--- src/hw/rtl/plcr_pkg.sv ---
package plcr_pkg;

    localparam int CHANNEL_BITS = 16;
    localparam int NUM_STOPS    = 9;
    localparam int POS_W        = 17;
    localparam int MIX_W        = 16;
    localparam int NUM_CHAN     = 4;
    localparam int DIV_STEPS    = 16;
    localparam int ADDR_W       = 6;

    localparam logic [POS_W-1:0] POS_HALF = 17'h08000;
    localparam logic [POS_W-1:0] POS_ONE  = 17'h10000;

    localparam logic [ADDR_W-4:0] REG_SUNRISE   = 3'd0;
    localparam logic [ADDR_W-4:0] REG_DAY_LOW   = 3'd1;
    localparam logic [ADDR_W-4:0] REG_DAY_HIGH  = 3'd2;
    localparam logic [ADDR_W-4:0] REG_SUNSET    = 3'd3;
    localparam logic [ADDR_W-4:0] REG_NIGHT_LOW = 3'd4;
    localparam logic [ADDR_W-4:0] REG_NIGHT_HI  = 3'd5;
    localparam logic [ADDR_W-4:0] REG_DAY_POS   = 3'd6;
    localparam logic [ADDR_W-4:0] REG_NIGHT_POS = 3'd7;

    localparam logic [31:0] DAY_POS_RST   = 32'h7000_1000;
    localparam logic [31:0] NIGHT_POS_RST = 32'hF000_9000;

    // payload handed from one divider cell to the next
    typedef struct packed {
        logic                    vld;
        logic                    flat;   // output endpoint color a unchanged
        logic [POS_W-1:0]        rem;
        logic [POS_W-1:0]        den;
        logic [MIX_W-1:0]        quo;
        logic [63:0]             col_a;
        logic [63:0]             col_b;
    } t_cell;

endpackage

--- src/hw/rtl/plcr_div_cell.sv ---
module plcr_div_cell
    import plcr_pkg::*;
(
    input  logic  i_clk,
    input  logic  i_rst_n,
    input  logic  i_en,
    input  t_cell i_cell,
    output t_cell o_cell
);

    t_cell r_cell;
    t_cell n_cell;
    logic [POS_W:0] w_dbl;

    // one restoring division step: shift remainder, try subtract
    assign w_dbl = {i_cell.rem, 1'b0};

    always_comb begin
        n_cell = i_cell;
        if (w_dbl >= {1'b0, i_cell.den}) begin
            n_cell.rem = POS_W'(w_dbl - {1'b0, i_cell.den});
            n_cell.quo = {i_cell.quo[MIX_W-2:0], 1'b1};
        end else begin
            n_cell.rem = w_dbl[POS_W-1:0];
            n_cell.quo = {i_cell.quo[MIX_W-2:0], 1'b0};
        end
    end

    always_ff @(posedge i_clk) begin
        if (!i_rst_n) begin
            r_cell.vld <= 1'b0;
        end else if (i_en) begin
            r_cell.vld <= i_cell.vld;
        end
        if (i_en) begin
            r_cell.flat  <= n_cell.flat;
            r_cell.rem   <= n_cell.rem;
            r_cell.den   <= n_cell.den;
            r_cell.quo   <= n_cell.quo;
            r_cell.col_a <= n_cell.col_a;
            r_cell.col_b <= n_cell.col_b;
        end
    end

    assign o_cell = r_cell;

endmodule

--- config.mk ---
export PLATFORM = sky130hd
export DESIGN_NAME = plcr_div_cell
export DESIGN_NICKNAME = d
export VERILOG_FILES = /design/src/hw/rtl/plcr_pkg.sv /design/src/hw/rtl/plcr_div_cell.sv
export SDC_FILE = /design/constraint.sdc
export NUM_CORES = 1
export LEC_CHECK = 0
export ABC_AREA = 1
export BUFFER_PORTS_ARGS = -buffer_cell sky130_fd_sc_hd__buf_4
export CAP_MARGIN = 20
export CORE_AREA = 10 10 134 136
export CTS_CLUSTER_DIAMETER = 60
export CTS_CLUSTER_SIZE = 20
export DETAILED_ROUTE_END_ITERATION = 10
export DIE_AREA = 0 0 144 146
export PLACE_DENSITY = 0.8
export SETUP_SLACK_MARGIN = 0.02
export SYNTH_ARGS = -nofsm -noshare
export SYNTH_HDL_FRONTEND = slang
export SYNTH_SLANG_ARGS = --single-unit
--- constraint.sdc ---
create_clock -name i_clk -period 4.4 [get_ports i_clk]
set_input_delay 0.66 -clock i_clk [delete_from_list [all_inputs] [get_ports i_clk]]
set_output_delay 0.66 -clock i_clk [all_outputs]
set_load 0.05 [all_outputs]
* Word-level counts from Yosys, hierarchy flattened
Index checks and enable logic that the tools add are counted.
** Cells by class
- Equal/unequal tests :: 0
- Shifts and indexed selects :: 0
- Muxes and demuxes :: 2
- Bitwise logic cells :: 0
- Div/mod/pow operators :: 0
- Multipliers :: 0
- Add/subtract/negate cells :: 1
- Reductions and logical operators :: 0
- Order comparisons :: 1
** Operators with widths (count)
- >= comparator 18 x 17 -> 1 bit :: 1
- two-way mux 17 bit :: 1
- subtractor 17 bit :: 1
- two-way mux 1 bit :: 1
** Storage, ports and cells
- Logic and storage cells :: 12
- Input bits :: 183
- Flip-flop bits (word level) :: 180
- ROM bits :: 0
- RAM bits :: 0
- Memories kept :: 0
- Output and inout bits :: 180
- Bits in latches :: 0

* Logic depth before layout (Yosys ltp)
- Depth after elaboration :: 2
- Depth in mapped cells :: 14
- Gate-level depth less buffers :: 13

* Worst setup path before layout
Ideal clock, no wire load.
- Kind :: input -> register
- Start :: input port i_cell[151] (netlist name)
- End :: register r_cell, in the netlist o_cell[175] (data pin)
- Stages :: 12
- Slack :: 2.277 ns
- Buffers on the path :: 1
- Required time :: 4.147 ns
- Library setup time :: 0.253 ns
- Arrival time :: 1.870 ns
- Cells stage by stage :: inv_1 > ha_1 > nand2_2 > nor2_4 > nand3_1 > nor2_2 > nor2_2 > nand2_4 > inv_4 > buf_6 > nand2_2 > nand2_1
** RTL lines
- start: declaration :: RTL line plcr_div_cell.sv:7 : input t_cell i_cell,
- end: declaration :: RTL line plcr_div_cell.sv:11 : t_cell r_cell;

==> flow_summary.json <==
{
  "cts_tree": "built",
  "relSlewSlack_pct": 37.38,
  "synth_flop_cell": "edfxtp_1",
  "ant_nets": 0,
  "synth_top_family_by_area": "simple AND/OR/NAND/NOR gates",
  "largest_reg_flops": 180,
  "vias": 5026,
  "grt_pass1_wl_um": 32810,
  "maxCapViolations": 0,
  "swShare_pct": 31.95,
  "leakagePower_uw": 0.004754,
  "syn_nets": 666,
  "h-tree-depth": 4,
  "grt_use_total_pct": 21.77,
  "run_status": "complete, no violations",
  "wirelength_um": 23690,
  "rows": 46,
  "cts_setup_buffers": 0,
  "dieHeight_um": 146,
  "crit_path_end_kind": "flip-flop",
  "synth-compound-area-share_pct": 0.8798,
  "drive_above_1_share_pct": 48.48,
  "fin_crit_ns": 2.073,
  "fill_cells": 1171,
  "synthArstFlopShare_pct": 0,
  "hold_violations": 0,
  "combPwrFrac_pct": 24.4,
  "synth_most_common_cell": "edfxtp_1",
  "drc_errors": 0,
  "layout_setup_ws_ns": 2.327,
  "grt-ovfl-total": 0,
  "clk_path_buf_depth": 2,
  "dpl_cell_area_um2": 9786,
  "finalCritPeriodShare_pct": 47.12,
  "slew_viol_final": 0,
  "yosys.cell_types.count": 26,
  "critical_path_arrival_ns": 2.25,
  "ios": 363,
  "fin_tns_setup_ns": 0,
  "clock.fmax_mhz": 482.3,
  "clk_pin_slew_worst_paths_ns": 0.07,
  "finalInstanceArea_um2": 10320,
  "finalSetupViolations": 0,
  "die_w_um": 144,
  "use_met3_pct": 11.23,
  "gp_congestion": 0.8654,
  "p_switching_uw": 1472,
  "register_area_um2": 5395,
  "grt_use_met1_pct": 19.90,
  "worst_pin_slew_ns": 0.9392,
  "vias_per_cell": 4.782,
  "ctsResizeCount": 0,
  "num-nets-final": 1046,
  "top_usage_layer": "met2",
  "io_buffers": 361,
  "synth_area_um2": 6827,
  "startpoint_type": "primary input",
  "ys_seq_area_share_pct": 79.03,
  "use_met2_pct": 39.79,
  "clk_latency_ns": 0.42,
  "synth_seq_cells": 180,
  "antenna_found_initial": 2,
  "dr.pass1.iters": 5,
  "r2r_cells": 2,
  "internal-power_uw": 3135,
  "hold_path_depth": 1,
  "clock-skew-final_ns": 0,
  "p_per_area_nw_per_um2": 446.2,
  "whs_ns": 0.4056,
  "yosysTopAreaCell": "edfxtp_1",
  "hold_path_class": "primary input to flip-flop",
  "synthTopCellsByCount": "179 x edfxtp_1, 118 x nand2_1, 65 x inv_1, 17 x ha_1, 17 x nand3_1",
  "post-place-cells": 1018,
  "synth_mux_area_share_pct": 0,
  "grt_max_degree": 102,
  "path_class": "primary input to flip-flop",
  "yosys.area_share.xor_xnor_pct": 0.8981,
  "multi_input_area_um2": 1159,
  "drtIter0Drc": 294,
  "synth_fa_ha_area_share_pct": 3.409,
  "syn_to_final_growth_pct": 51.25,
  "dieArea_um2": 21020,
  "fp.coreArea_um2": 15480,
  "cp_max_fo": 19,
  "synth-edff-count": 179,
  "cts_sinks": 180,
  "dp_slack_ns": 1.887,
  "wl_per_cell_um": 22.54,
  "required_ns": 4.57,
  "hpwlAfterDp_um": 19090,
  "power_frac_seq_pct": 45.5,
  "stdcell_count": 1051,
  "grt_pass1_vias": 5026,
  "ys_warn_count": 0,
  "synth_simple_gate_area_share_pct": 11.79,
  "rsz0062_at_grt": "false",
  "ctsHoldBuffers": 0,
  "start_util_pct": 44.09,
  "synth_top_cell_area_share_pct": 78.74,
  "clockPowerShare_pct": 30.1,
  "synth_area_leaders": "edfxtp_1 79%, nand2_1 6.5%, inv_1 3.6%",
  "syn-mean-instance-area_um2": 14.68,
  "numCtsBuffers": 17,
  "clk_root_buffer_cell": "clkbuf_16",
  "vdd_drop_max_uv": 299.3,
  "syn_inst": 465
}
routing by layer:
layer  vias to the layer above  routed length [µm]  part of all wire (%)
met2                       221               12940                    55
met4                         4                 509                   2.1
li1                       2356                   -                     -
met5                         -                  21                 0.089
met1                      2410                7346                    31
met3                        35                2873                    12
logic make-up (layout without fill, tap and decap cells):
logic type               count (synthesis)  after routing
flip-flops                             180            180
AND/OR/NAND/NOR                        180            180
buffers and inverters                   68            461
adder cells (fa/ha/maj)                 18             18
AO/OA/AOI/OAI                           12             12
XOR/XNOR                                 7              7
other                                    0              1
critical path, cell delays in order:
cell,delay [ns]
buf_4,0.08
inv_1,0.04
ha_1,0.38
nand2_1,0.12
nor2_2,0.16
nand2_1,0.10
nor2_2,0.12
nor2_2,0.06
nand2_4,0.21
inv_4,0.17
nand2_2,0.08
nand2_1,0.06
per-stage QoR:
stage | power (µW) | util, %
3_5_place_dp | 3266 | 63.21
4_1_cts | 4655 | 66.67
3_3_place_gp | 3242 | 63.21
2_1_floorplan | 2803 | -
5_1_grt | 4767 | 66.67
6_report | 4606 | 66.69
placed cells by master, fill, tap and decap left out, drive strengths merged:
| cell type | synthesis | final |
|---|---|---|
| buf | 2 | 363 |
| o21ai | 2 | 2 |
| xnor2 | 2 | 2 |
| nand4 | 2 | 2 |
| clkbuf | 0 | 20 |
| diode | 0 | 1 |
| nor2 | 17 | 17 |
| xor2 | 5 | 5 |
| edfxtp | 179 | 179 |
| fa | 1 | 1 |
| dfxtp | 1 | 1 |
| clkinvlp | 0 | 1 |
| nor3 | 3 | 3 |
| inv | 66 | 70 |
| clkinv | 0 | 7 |
| nand3 | 18 | 18 |
| a21oi | 10 | 10 |
| or2 | 2 | 2 |
| nand3b | 4 | 4 |
| ha | 17 | 17 |
| and2 | 1 | 1 |
| nand2 | 133 | 133 |
power by group through the flow:
stage,clock [µW],sequential (µW),combinational (µW)
floorplan,0,2650,156
global placement,0,2120,1120
detailed placement,0,2130,1130
CTS,1420,2100,1130
global route,1480,2110,1170
finish,1390,2100,1120
layout make-up:
cell class / instances / share of cell area [%]
timing repair buffer: 363 / 26.55
clock inverter: 12 / 0.9695
multi-input combinational: 217 / 11.22
inverter: 66 / 2.424
antenna: 1 / 0.02424
sequential: 180 / 52.25
tap: 192 / 2.327
clock buffer: 20 / 4.229
path summary, 6_finish.rpt:
kind                     from           to  slack (ns)
setup / recovery  i_cell[154]  o_cell[176]        2.33
hold / removal    i_cell[104]  o_cell[104]        0.41
setup reg to reg  o_cell[179]  o_cell[179]        3.77
hold reg to reg   o_cell[179]  o_cell[179]        0.54
Power figures use the tool's default switching activity.
