--- src/hw/rtl/plcr_pkg.sv ---
package plcr_pkg;

    localparam int CHANNEL_BITS = 16;
    localparam int NUM_STOPS    = 9;
    localparam int POS_W        = 17;
    localparam int MIX_W        = 16;
    localparam int NUM_CHAN     = 4;
    localparam int DIV_STEPS    = 16;
    localparam int ADDR_W       = 6;

    localparam logic [POS_W-1:0] POS_HALF = 17'h08000;
    localparam logic [POS_W-1:0] POS_ONE  = 17'h10000;

    localparam logic [ADDR_W-4:0] REG_SUNRISE   = 3'd0;
    localparam logic [ADDR_W-4:0] REG_DAY_LOW   = 3'd1;
    localparam logic [ADDR_W-4:0] REG_DAY_HIGH  = 3'd2;
    localparam logic [ADDR_W-4:0] REG_SUNSET    = 3'd3;
    localparam logic [ADDR_W-4:0] REG_NIGHT_LOW = 3'd4;
    localparam logic [ADDR_W-4:0] REG_NIGHT_HI  = 3'd5;
    localparam logic [ADDR_W-4:0] REG_DAY_POS   = 3'd6;
    localparam logic [ADDR_W-4:0] REG_NIGHT_POS = 3'd7;

    localparam logic [31:0] DAY_POS_RST   = 32'h7000_1000;
    localparam logic [31:0] NIGHT_POS_RST = 32'hF000_9000;

    // payload handed from one divider cell to the next
    typedef struct packed {
        logic                    vld;
        logic                    flat;   // output endpoint color a unchanged
        logic [POS_W-1:0]        rem;
        logic [POS_W-1:0]        den;
        logic [MIX_W-1:0]        quo;
        logic [63:0]             col_a;
        logic [63:0]             col_b;
    } t_cell;

endpackage

--- src/hw/rtl/plcr_blend.sv ---
module plcr_blend
    import plcr_pkg::*;
(
    input  logic                    i_clk,
    input  logic                    i_en,
    input  logic [CHANNEL_BITS-1:0] i_a,
    input  logic [CHANNEL_BITS-1:0] i_b,
    input  logic [MIX_W-1:0]        i_mix,
    input  logic                    i_flat,
    output logic [CHANNEL_BITS-1:0] o_chan
);

    logic [CHANNEL_BITS+MIX_W:0] r_pa;
    logic [CHANNEL_BITS+MIX_W:0] r_pb;
    logic                        r_flat;
    logic [CHANNEL_BITS-1:0]     r_a;
    logic [CHANNEL_BITS+MIX_W+1:0] w_sum;

    // stage 1: two products, stage 2: sum and round half up
    always_ff @(posedge i_clk) begin
        if (i_en) begin
            r_pa   <= (CHANNEL_BITS+MIX_W+1)'(i_a * ({1'b0, ~i_mix} + 17'd1));
            r_pb   <= (CHANNEL_BITS+MIX_W+1)'(i_b * i_mix);
            r_flat <= i_flat;
            r_a    <= i_a;
        end
    end

    assign w_sum = {1'b0, r_pa} + {1'b0, r_pb} + (CHANNEL_BITS+MIX_W+2)'(32768);

    always_ff @(posedge i_clk) begin
        if (i_en) begin
            o_chan <= r_flat ? r_a : w_sum[CHANNEL_BITS+MIX_W-1:MIX_W];
        end
    end

endmodule
--- config.mk ---
export PLATFORM = sky130hd
export DESIGN_NAME = plcr_blend
export DESIGN_NICKNAME = d
export VERILOG_FILES = /design/src/hw/rtl/plcr_pkg.sv /design/src/hw/rtl/plcr_blend.sv
export SDC_FILE = /design/constraint.sdc
export NUM_CORES = 1
export LEC_CHECK = 0
export BUFFER_PORTS_ARGS = -buffer_cell sky130_fd_sc_hd__clkbuf_2
export CAP_MARGIN = 20
export CORE_AREA = 2 2 195 197
export CTS_CLUSTER_DIAMETER = 30
export CTS_CLUSTER_SIZE = 16
export DETAILED_ROUTE_END_ITERATION = 16
export DIE_AREA = 0 0 197 199
export PLACE_DENSITY = 0.76
export SETUP_SLACK_MARGIN = 0.1
export SYNTH_ARGS = -nofsm -noshare
export SYNTH_HDL_FRONTEND = slang
export SYNTH_SLANG_ARGS = --single-unit
--- constraint.sdc ---
create_clock -name i_clk -period 9.7 [get_ports i_clk]
set_input_delay 0.485 -clock i_clk [delete_from_list [all_inputs] [get_ports i_clk]]
set_output_delay 0.485 -clock i_clk [all_outputs]
set_load 0.005 [all_outputs]
==> After elaboration in Yosys (flattened, before gate mapping) <==
Index checks and enable logic that the tools add are counted.
{ "classes": {"bitwise_logic": 1, "multipliers": 2, "muxes": 1, "add_sub_neg": 3, "eq_ne": 0, "div": 0, "shift": 0, "magnitude_cmp": 0, "reduce_logical": 0} }
{ "op_table": {"columns": ["operator", "n"], "rows": [
  ["$add 32x16->32 const B", 1],
  ["$add 32x32->32", 1],
  ["$mul 16x16->32", 1],
  ["$mul 16x17->32", 1],
  ["$add 16x1->17 const B", 1],
  ["$mux 16", 1],
  ["$not 16->16", 1]
]} }
{ "word_totals": {"input_bits": 51, "romBits": 0, "wordCells": 12, "reg_bits": 97, "latchBits": 0, "ram_bits": 0, "mem_count": 0} }

==> Depth between registers and ports, before layout <==
Gate-level depths: netlist (run 1).
{ "depth": {"word_depth": 3, "mapped_depth": 30, "ltp_nobuf": 28} }

==> Worst setup path after synthesis (run 1) <==
OpenSTA, ideal clock, no wires.
{ "synth_timing": {"path_kind": "input-to-reg", "from": "input port i_mix[9]", "to": "register r_pa[29], data pin", "n_path_buf": 3, "stages": 26, "slack_ns": 2.440, "arrival_ns": 7.001, "setup_time_ns": 0.259, "cell_sequence": "buf_6 or4_4 or3_4 nor2_1 xnor2_1 clkbuf_1 nand2_1 fa_1 fa_1 fa_1 inv_1 fa_1 fa_1 inv_1 fa_1 inv_1 ha_1 clkbuf_1 a21o_1 a21o_1 a21oi_1 o211ai_1 a41o_1 a31o_2 a21oi_1 xnor2_1"} }
{ "synth_between": {"elab_chain_cells": 3} }
{ "synth_lines": {"columns": ["element", "line_no", "rtl"], "rows": [
  ["start, declared", "plcr_blend.sv:8", "input logic [MIX_W-1:0] i_mix,"],
  ["$not 16->16", "plcr_blend.sv:22", "r_pa <= (CHANNEL_BITS+MIX_W+1)'(i_a * ({1'b0, ~i_mix} + 17'd1));"],
  ["$add 16x1->17", "plcr_blend.sv:22", null],
  ["$mul 16x17->32", "plcr_blend.sv:22", null],
  ["end signal, assigned", "plcr_blend.sv:22", null],
  ["end, declared", "plcr_blend.sv:13", "logic [CHANNEL_BITS+MIX_W:0] r_pa;"]
]} }
No other way between the ends.
A chain may end at the register's enable or synchronous reset.

==> Final worst setup path (run 1) <==
{ "layout_timing": {"from": "input port i_mix[0]", "to": "register r_pa[25], data pin"} }
The elaborated chain is that of the path after synthesis.

==> results of run 1 <==
## path summary, 6_finish.rpt
check | start | to | slack [ns]
worst max-delay path | i_mix[0] | r_pa[25] | 1.88
worst min-delay path | i_flat | r_flat | 0.31
worst max register to register | r_pa[13] | o_chan[13] | 6.12
worst min register to register | r_a[14] | o_chan[14] | 0.54
## cell type report
type | instances | area, sq um | share of cell area
diodes | 1 | 2.50 | 0.000109
clock buffers | 9 | 225 | 0.00978
clock inverters | 7 | 106 | 0.00462
inverters | 478 | 1790 | 0.0779
multi-input cells | 1661 | 16900 | 0.736
flip-flops and latches | 97 | 2910 | 0.126
well taps | 474 | 593 | 0.0258
repair buffers | 81 | 445 | 0.0193
## worst max-delay path: stages
cell      delay, ns
clkbuf_2       0.58
inv_1          0.15
ha_1           0.30
nand3_1        0.14
nor2_1         0.08
xnor2_2        0.86
nand2_1        0.20
fa_1           0.53
fa_1           0.46
fa_1           0.52
fa_1           0.55
inv_1          0.05
fa_1           0.49
fa_1           0.42
ha_1           0.36
a21oi_1        0.28
nor2b_1        0.08
o21ai_0        0.14
o21ai_0        0.24
a41oi_1        0.59
o21ai_0        0.15
a21oi_1        0.19
xnor2_1        0.08
## state kept, by name (all words and copies together), names as in the netlist
| register | cells |
|---|---|
| r_pb | 32 |
| r_pa | 32 |
| r_flat | 1 |
| r_a | 16 |
| o_chan | 16 |
## logic make-up (layout without fill, tap and decap cells)
family / count (synthesis) / count (layout)
buf+inv: 565 / 575
simple gates: 702 / 702
xor+xnor: 85 / 85
compound gates: 208 / 208
other cells: 0 / 1
flops: 97 / 97
fa+ha+maj: 666 / 666
## per-layer routing
metal  part of all wire  GRT usage
met1               0.40      0.367
met2               0.50      0.503
met3              0.061     0.0397
met4              0.032     0.0858
met5            0.00031          0
## placed cells by master (no fill, tap or decap), types with 4 or more instances in the layout
cell type / count
fa_1: 401
a21o_1: 28
nor2_1: 33
a21oi_1: 62
nand4_1: 10
o21bai_1: 4
edfxtp_1: 97
a31o_2: 5
xnor2_2: 5
a211oi_1: 10
nand3_1: 14
and2_1: 218
xor2_1: 27
and3_1: 9
buf_4: 16
nor2b_1: 13
ha_1: 265
a21boi_0: 5
clkbuf_16: 9
o21ai_1: 6
a31oi_1: 6
xnor2_1: 52
o21ai_0: 40
nor3_1: 11
nand2_1: 359
inv_1: 478
o21a_1: 9
o211ai_1: 10
clkbuf_2: 65
nand2b_1: 7
## stage by stage
stage,area [sq um],utilization
after floorplan,22000,-
after global placement,22700,0.611
after detailed placement,22700,0.611
after CTS,23000,0.620
after global routing,23000,0.620
final,23000,0.620
==> flow_summary.ini, run 1 <==
[synthesis]
ys_ff_latch = 97
synth_ff_type = edfxtp_1
syn_area_per_cell_sq_um = 9.45
synthTopCellsByCount = inv_1 (478), fa_1 (401), nand2_1 (359), ha_1 (265), and2_1 (218)
syn-num-nets = 3040
synthTopCellsByArea = fa_1 (37%), ha_1 (15%), edfxtp_1 (13%)
synth_top_family_by_area = adder cells
synth_edf_count = 97
synthSimpleGateAreaFrac = 0.157
seq_area_frac_synth = 0.133
ys_warn_count = 0
synth_top_area_frac = 0.366
synthDistinctLibCells = 64
synth_fa_ha_area_frac = 0.516
synth.most_common_cell = inv_1
async_flop_share = 0
synth_xor_area_frac = 0.0339
synth_area_leader_cell = fa_1
synth-compound-area-share = 0.0623
synthesis.area_sq_um = 22000
syn_inst = 2323
synth_mux_area_frac = 0

[timing]
whs_ns = 0.307
worst_slew_pin_slew_ns = 1.14
fin_crit_sh = 0.806
rsz0062_at_grt = false
timing.final.ws_setup_ns = 1.88
final-setup-viol-count = 0
fin_crit_ns = 7.82
slew_headroom = 0.239
skew_ns = 0.00708
final_max_slew_viol_count = 0
fin_setup_tns_ns = 0
hold_violations = 0
fmax_mhz = 128

[global_route]
grt_start_max_net_pins = 67
overflow = 0
grt_util_all_layers = 0.285
antenna_found_initial = 2
grt_pass1_wl_um = 87100
grt_pass1_vias = 17500

[layout]
drive_gt1_frac = 0.0557
instances_no_fill = 2808
area_delta_synth_final_pct = 4.85
fillers = 3096
num-nets-final = 3045

[routing]
drc = 0
vias = 16000
final_antenna_net_count = 0
routed_wl_um = 52200
wl_per_cell_um = 18.6
first_pass_iters = 5
viasPerCell = 5.70
drtIter0Drc = 938

[critical_path]
worstSetupPathType = input pin to register
crit_path_end_kind = register
cp-start-kind = input pin
worstPathArrival_ns = 7.92
cp_max_fo = 34
cp_data_required_time_ns = 9.81
r2r_cells = 11

[clocking]
clkTransAtPathRegs_ns = 0.07
clock-sinks = 97
root_buffer = clkbuf_16
cts_buffer_depth = 2
cts_tree = done
htree_num_levels = 3
cts_setup_buffers = 0
postCtsHoldBufs = 0
cts_repair_resize_count = 0
cts-buffers-inserted = 9
clk-insertion-delay-late_ns = 0.36

[run_status]
outcome = finished, final reports clean

[die]
dieWidth_um = 197
rows = 71
fp.dieArea_sq_um = 39200
coreArea_sq_um = 37100
initial_core_util = 0.591
dieHeight_um = 199
io_pins = 67

[hold_path]
hold_class = input pin to register
min_path_cells = 1

[placed_design]
dp.cells = 2791
port_buffers = 66
gp_congestion = 0.878
hpwl_um = 40500
place_ws_ns = 1.60

[flow_run]
max_cap_viol_count = 0
Power of run 1 is not shown: default switching activity piles up to over one toggle a cycle in this logic, so the estimate is an artifact.
==> inputs of run 2 (changes only) <==
--- a/config.mk
+++ b/config.mk
@@ -12,7 +12,7 @@
 export CTS_CLUSTER_SIZE = 16
 export DETAILED_ROUTE_END_ITERATION = 16
 export DIE_AREA = 0 0 197 199
-export PLACE_DENSITY = 0.76
+export PLACE_DENSITY = 0.8
 export SETUP_SLACK_MARGIN = 0.1
 export SYNTH_ARGS = -nofsm -noshare
 export SYNTH_HDL_FRONTEND = slang
==> constraint.sdc (replaced) <==
create_clock -name i_clk -period 6.9 [get_ports i_clk]
set_input_delay 0.345 -clock i_clk [delete_from_list [all_inputs] [get_ports i_clk]]
set_output_delay 0.345 -clock i_clk [all_outputs]
set_load 0.005 [all_outputs]
==> run 2 against run 1 <==
Net effect: global-route usage fell by 0.54 points; first-iteration DRC count rose by 13%; critical endpoint is now r_pa[30]; critical path depth rose by 3; largest cell class unchanged; worst hold slack got worse by 0.15 ns.
==> flow_summary.ini, run 2 (same netlist as run 1, synthesis figures left out) <==
[placed_design]
port_buffers = 66
gp_congestion = 0.894
hpwl_um = 41200

[layout]
layout_common_cells = inv_1 (474), fa_1 (398), nand2_1 (357), ha_1 (260), and2_1 (216)
drive_gt1_frac = 0.0990
multi_input_comb_area_sq_um = 17200
seq_area_sq_um = 2910
biggestRegsByFlops = r_pa x32, r_pb x32
area_delta_synth_final_pct = 8.53
final_common_cell = inv_1
fillers = 2913
utilization = 0.642
num-nets-final = 3116

[die]
initial_core_util = 0.591
io_pins = 67
dieHeight_um = 199
coreArea_sq_um = 37100
rows = 71
dieWidth_um = 197
fp.dieArea_sq_um = 39200

[global_route]
overflow = 0
grt_pass1_vias = 18300
grt_start_max_net_pins = 98
grt_pass1_wl_um = 87300
grt_util_all_layers = 0.280
antenna_found_initial = 2

[clocking]
clkTransAtPathRegs_ns = 0.07
postCtsHoldBufs = 0
clk-insertion-delay-late_ns = 0.36
cts_buffer_depth = 2
root_buffer = clkbuf_16
cts_tree = done
cts-buffers-inserted = 9
clock-sinks = 97
htree_num_levels = 3

[critical_path]
cp-start-kind = input pin
worstSetupPathType = input pin to register
cp_data_required_time_ns = 7.01
cp_max_fo = 6
crit_path_end_kind = register
worstPathArrival_ns = 6.94

[hold_path]
hold_class = input pin to register

[routing]
vias = 16400
drtIter0Drc = 1061
first_pass_iters = 7
wl_per_cell_um = 17.8
drc = 0
viasPerCell = 5.68
routed_wl_um = 51200
final_antenna_net_count = 0

[timing]
worst_slew_pin_slew_ns = 0.784
fmax_mhz = 146
final-setup-viol-count = 0
fin_crit_ns = 6.83
slew_headroom = 0.477
rsz0062_at_grt = true
fin_setup_tns_ns = 0
fin_crit_sh = 0.990
hold_violations = 0
skew_ns = 0.00975
final_max_slew_viol_count = 0

[flow_run]
max_cap_viol_count = 0

[run_status]
outcome = finished, final reports clean
==> run 2: routing by layer <==
layer | vias up | share of wire | global-route usage | routed length, um
met5 | - | 0.00053 | 0 | 27
met4 | 4 | 0.034 | 0.106 | 1770
met3 | 134 | 0.058 | 0.0395 | 2980
met2 | 573 | 0.51 | 0.495 | 26400
met1 | 8340 | 0.39 | 0.349 | 20100
li1 | 7306 | - | - | -
==> run 2: worst max-delay path, stage by stage <==
cell and delay [ns]:
buf_6 0.09, or4_4 0.56, or3_4 0.43, buf_6 0.15, xor2_4 0.18, and2_1 0.21
fa_1 0.53, inv_1 0.05, fa_1 0.46, fa_1 0.52, inv_1 0.05, fa_1 0.50
fa_1 0.57, inv_2 0.04, fa_1 0.51, inv_2 0.05, ha_4 0.26, and3_4 0.19
and3_4 0.19, inv_2 0.03, o31a_1 0.35, o21ai_1 0.16, o211ai_1 0.14, o21bai_1 0.18
a21oi_2 0.08, xnor2_1 0.13
==> run 2: worst paths after layout <==
kind	start	end	slack [ns]	cells after the start
max reg2reg	r_pa[13]	o_chan[13]	3.38	11
min reg2reg	r_a[11]	o_chan[11]	0.54	2
max	i_mix[7]	r_pa[30]	0.07	26
min	i_flat	r_flat	0.16	1
==> run 2: cell type report <==
class / instances / area share
repair buffers: 152 / 0.0459
flip-flops and latches: 97 / 0.122
well taps: 474 / 0.0249
diodes: 1 / 0.000105
inverters: 478 / 0.0753
multi-input cells: 1661 / 0.720
clock inverters: 7 / 0.00226
clock buffers: 9 / 0.00945
==> run 2: repair_timing <==
action,4_1_cts,5_1_grt
setup buffers,0,11
pin swaps,1,36
resized for setup,0,39
setup endpoints to repair,1,14
==> run 2: through the flow <==
step / instances / hold WS [ns] / area (sq um) / setup slack [ns]
after floorplan: 2323 / 0.444 / 22100 / 0.109
after global placement: 2850 / 0.516 / 23300 / -0.135
after detailed placement: 2850 / 0.524 / 23300 / -0.267
after CTS: 2866 / 0.153 / 23600 / 0.131
after global routing: 2878 / 0.150 / 23800 / -0.143
final: 2879 / 0.160 / 23800 / 0.0669
Power of run 2 is left out for the same reason.
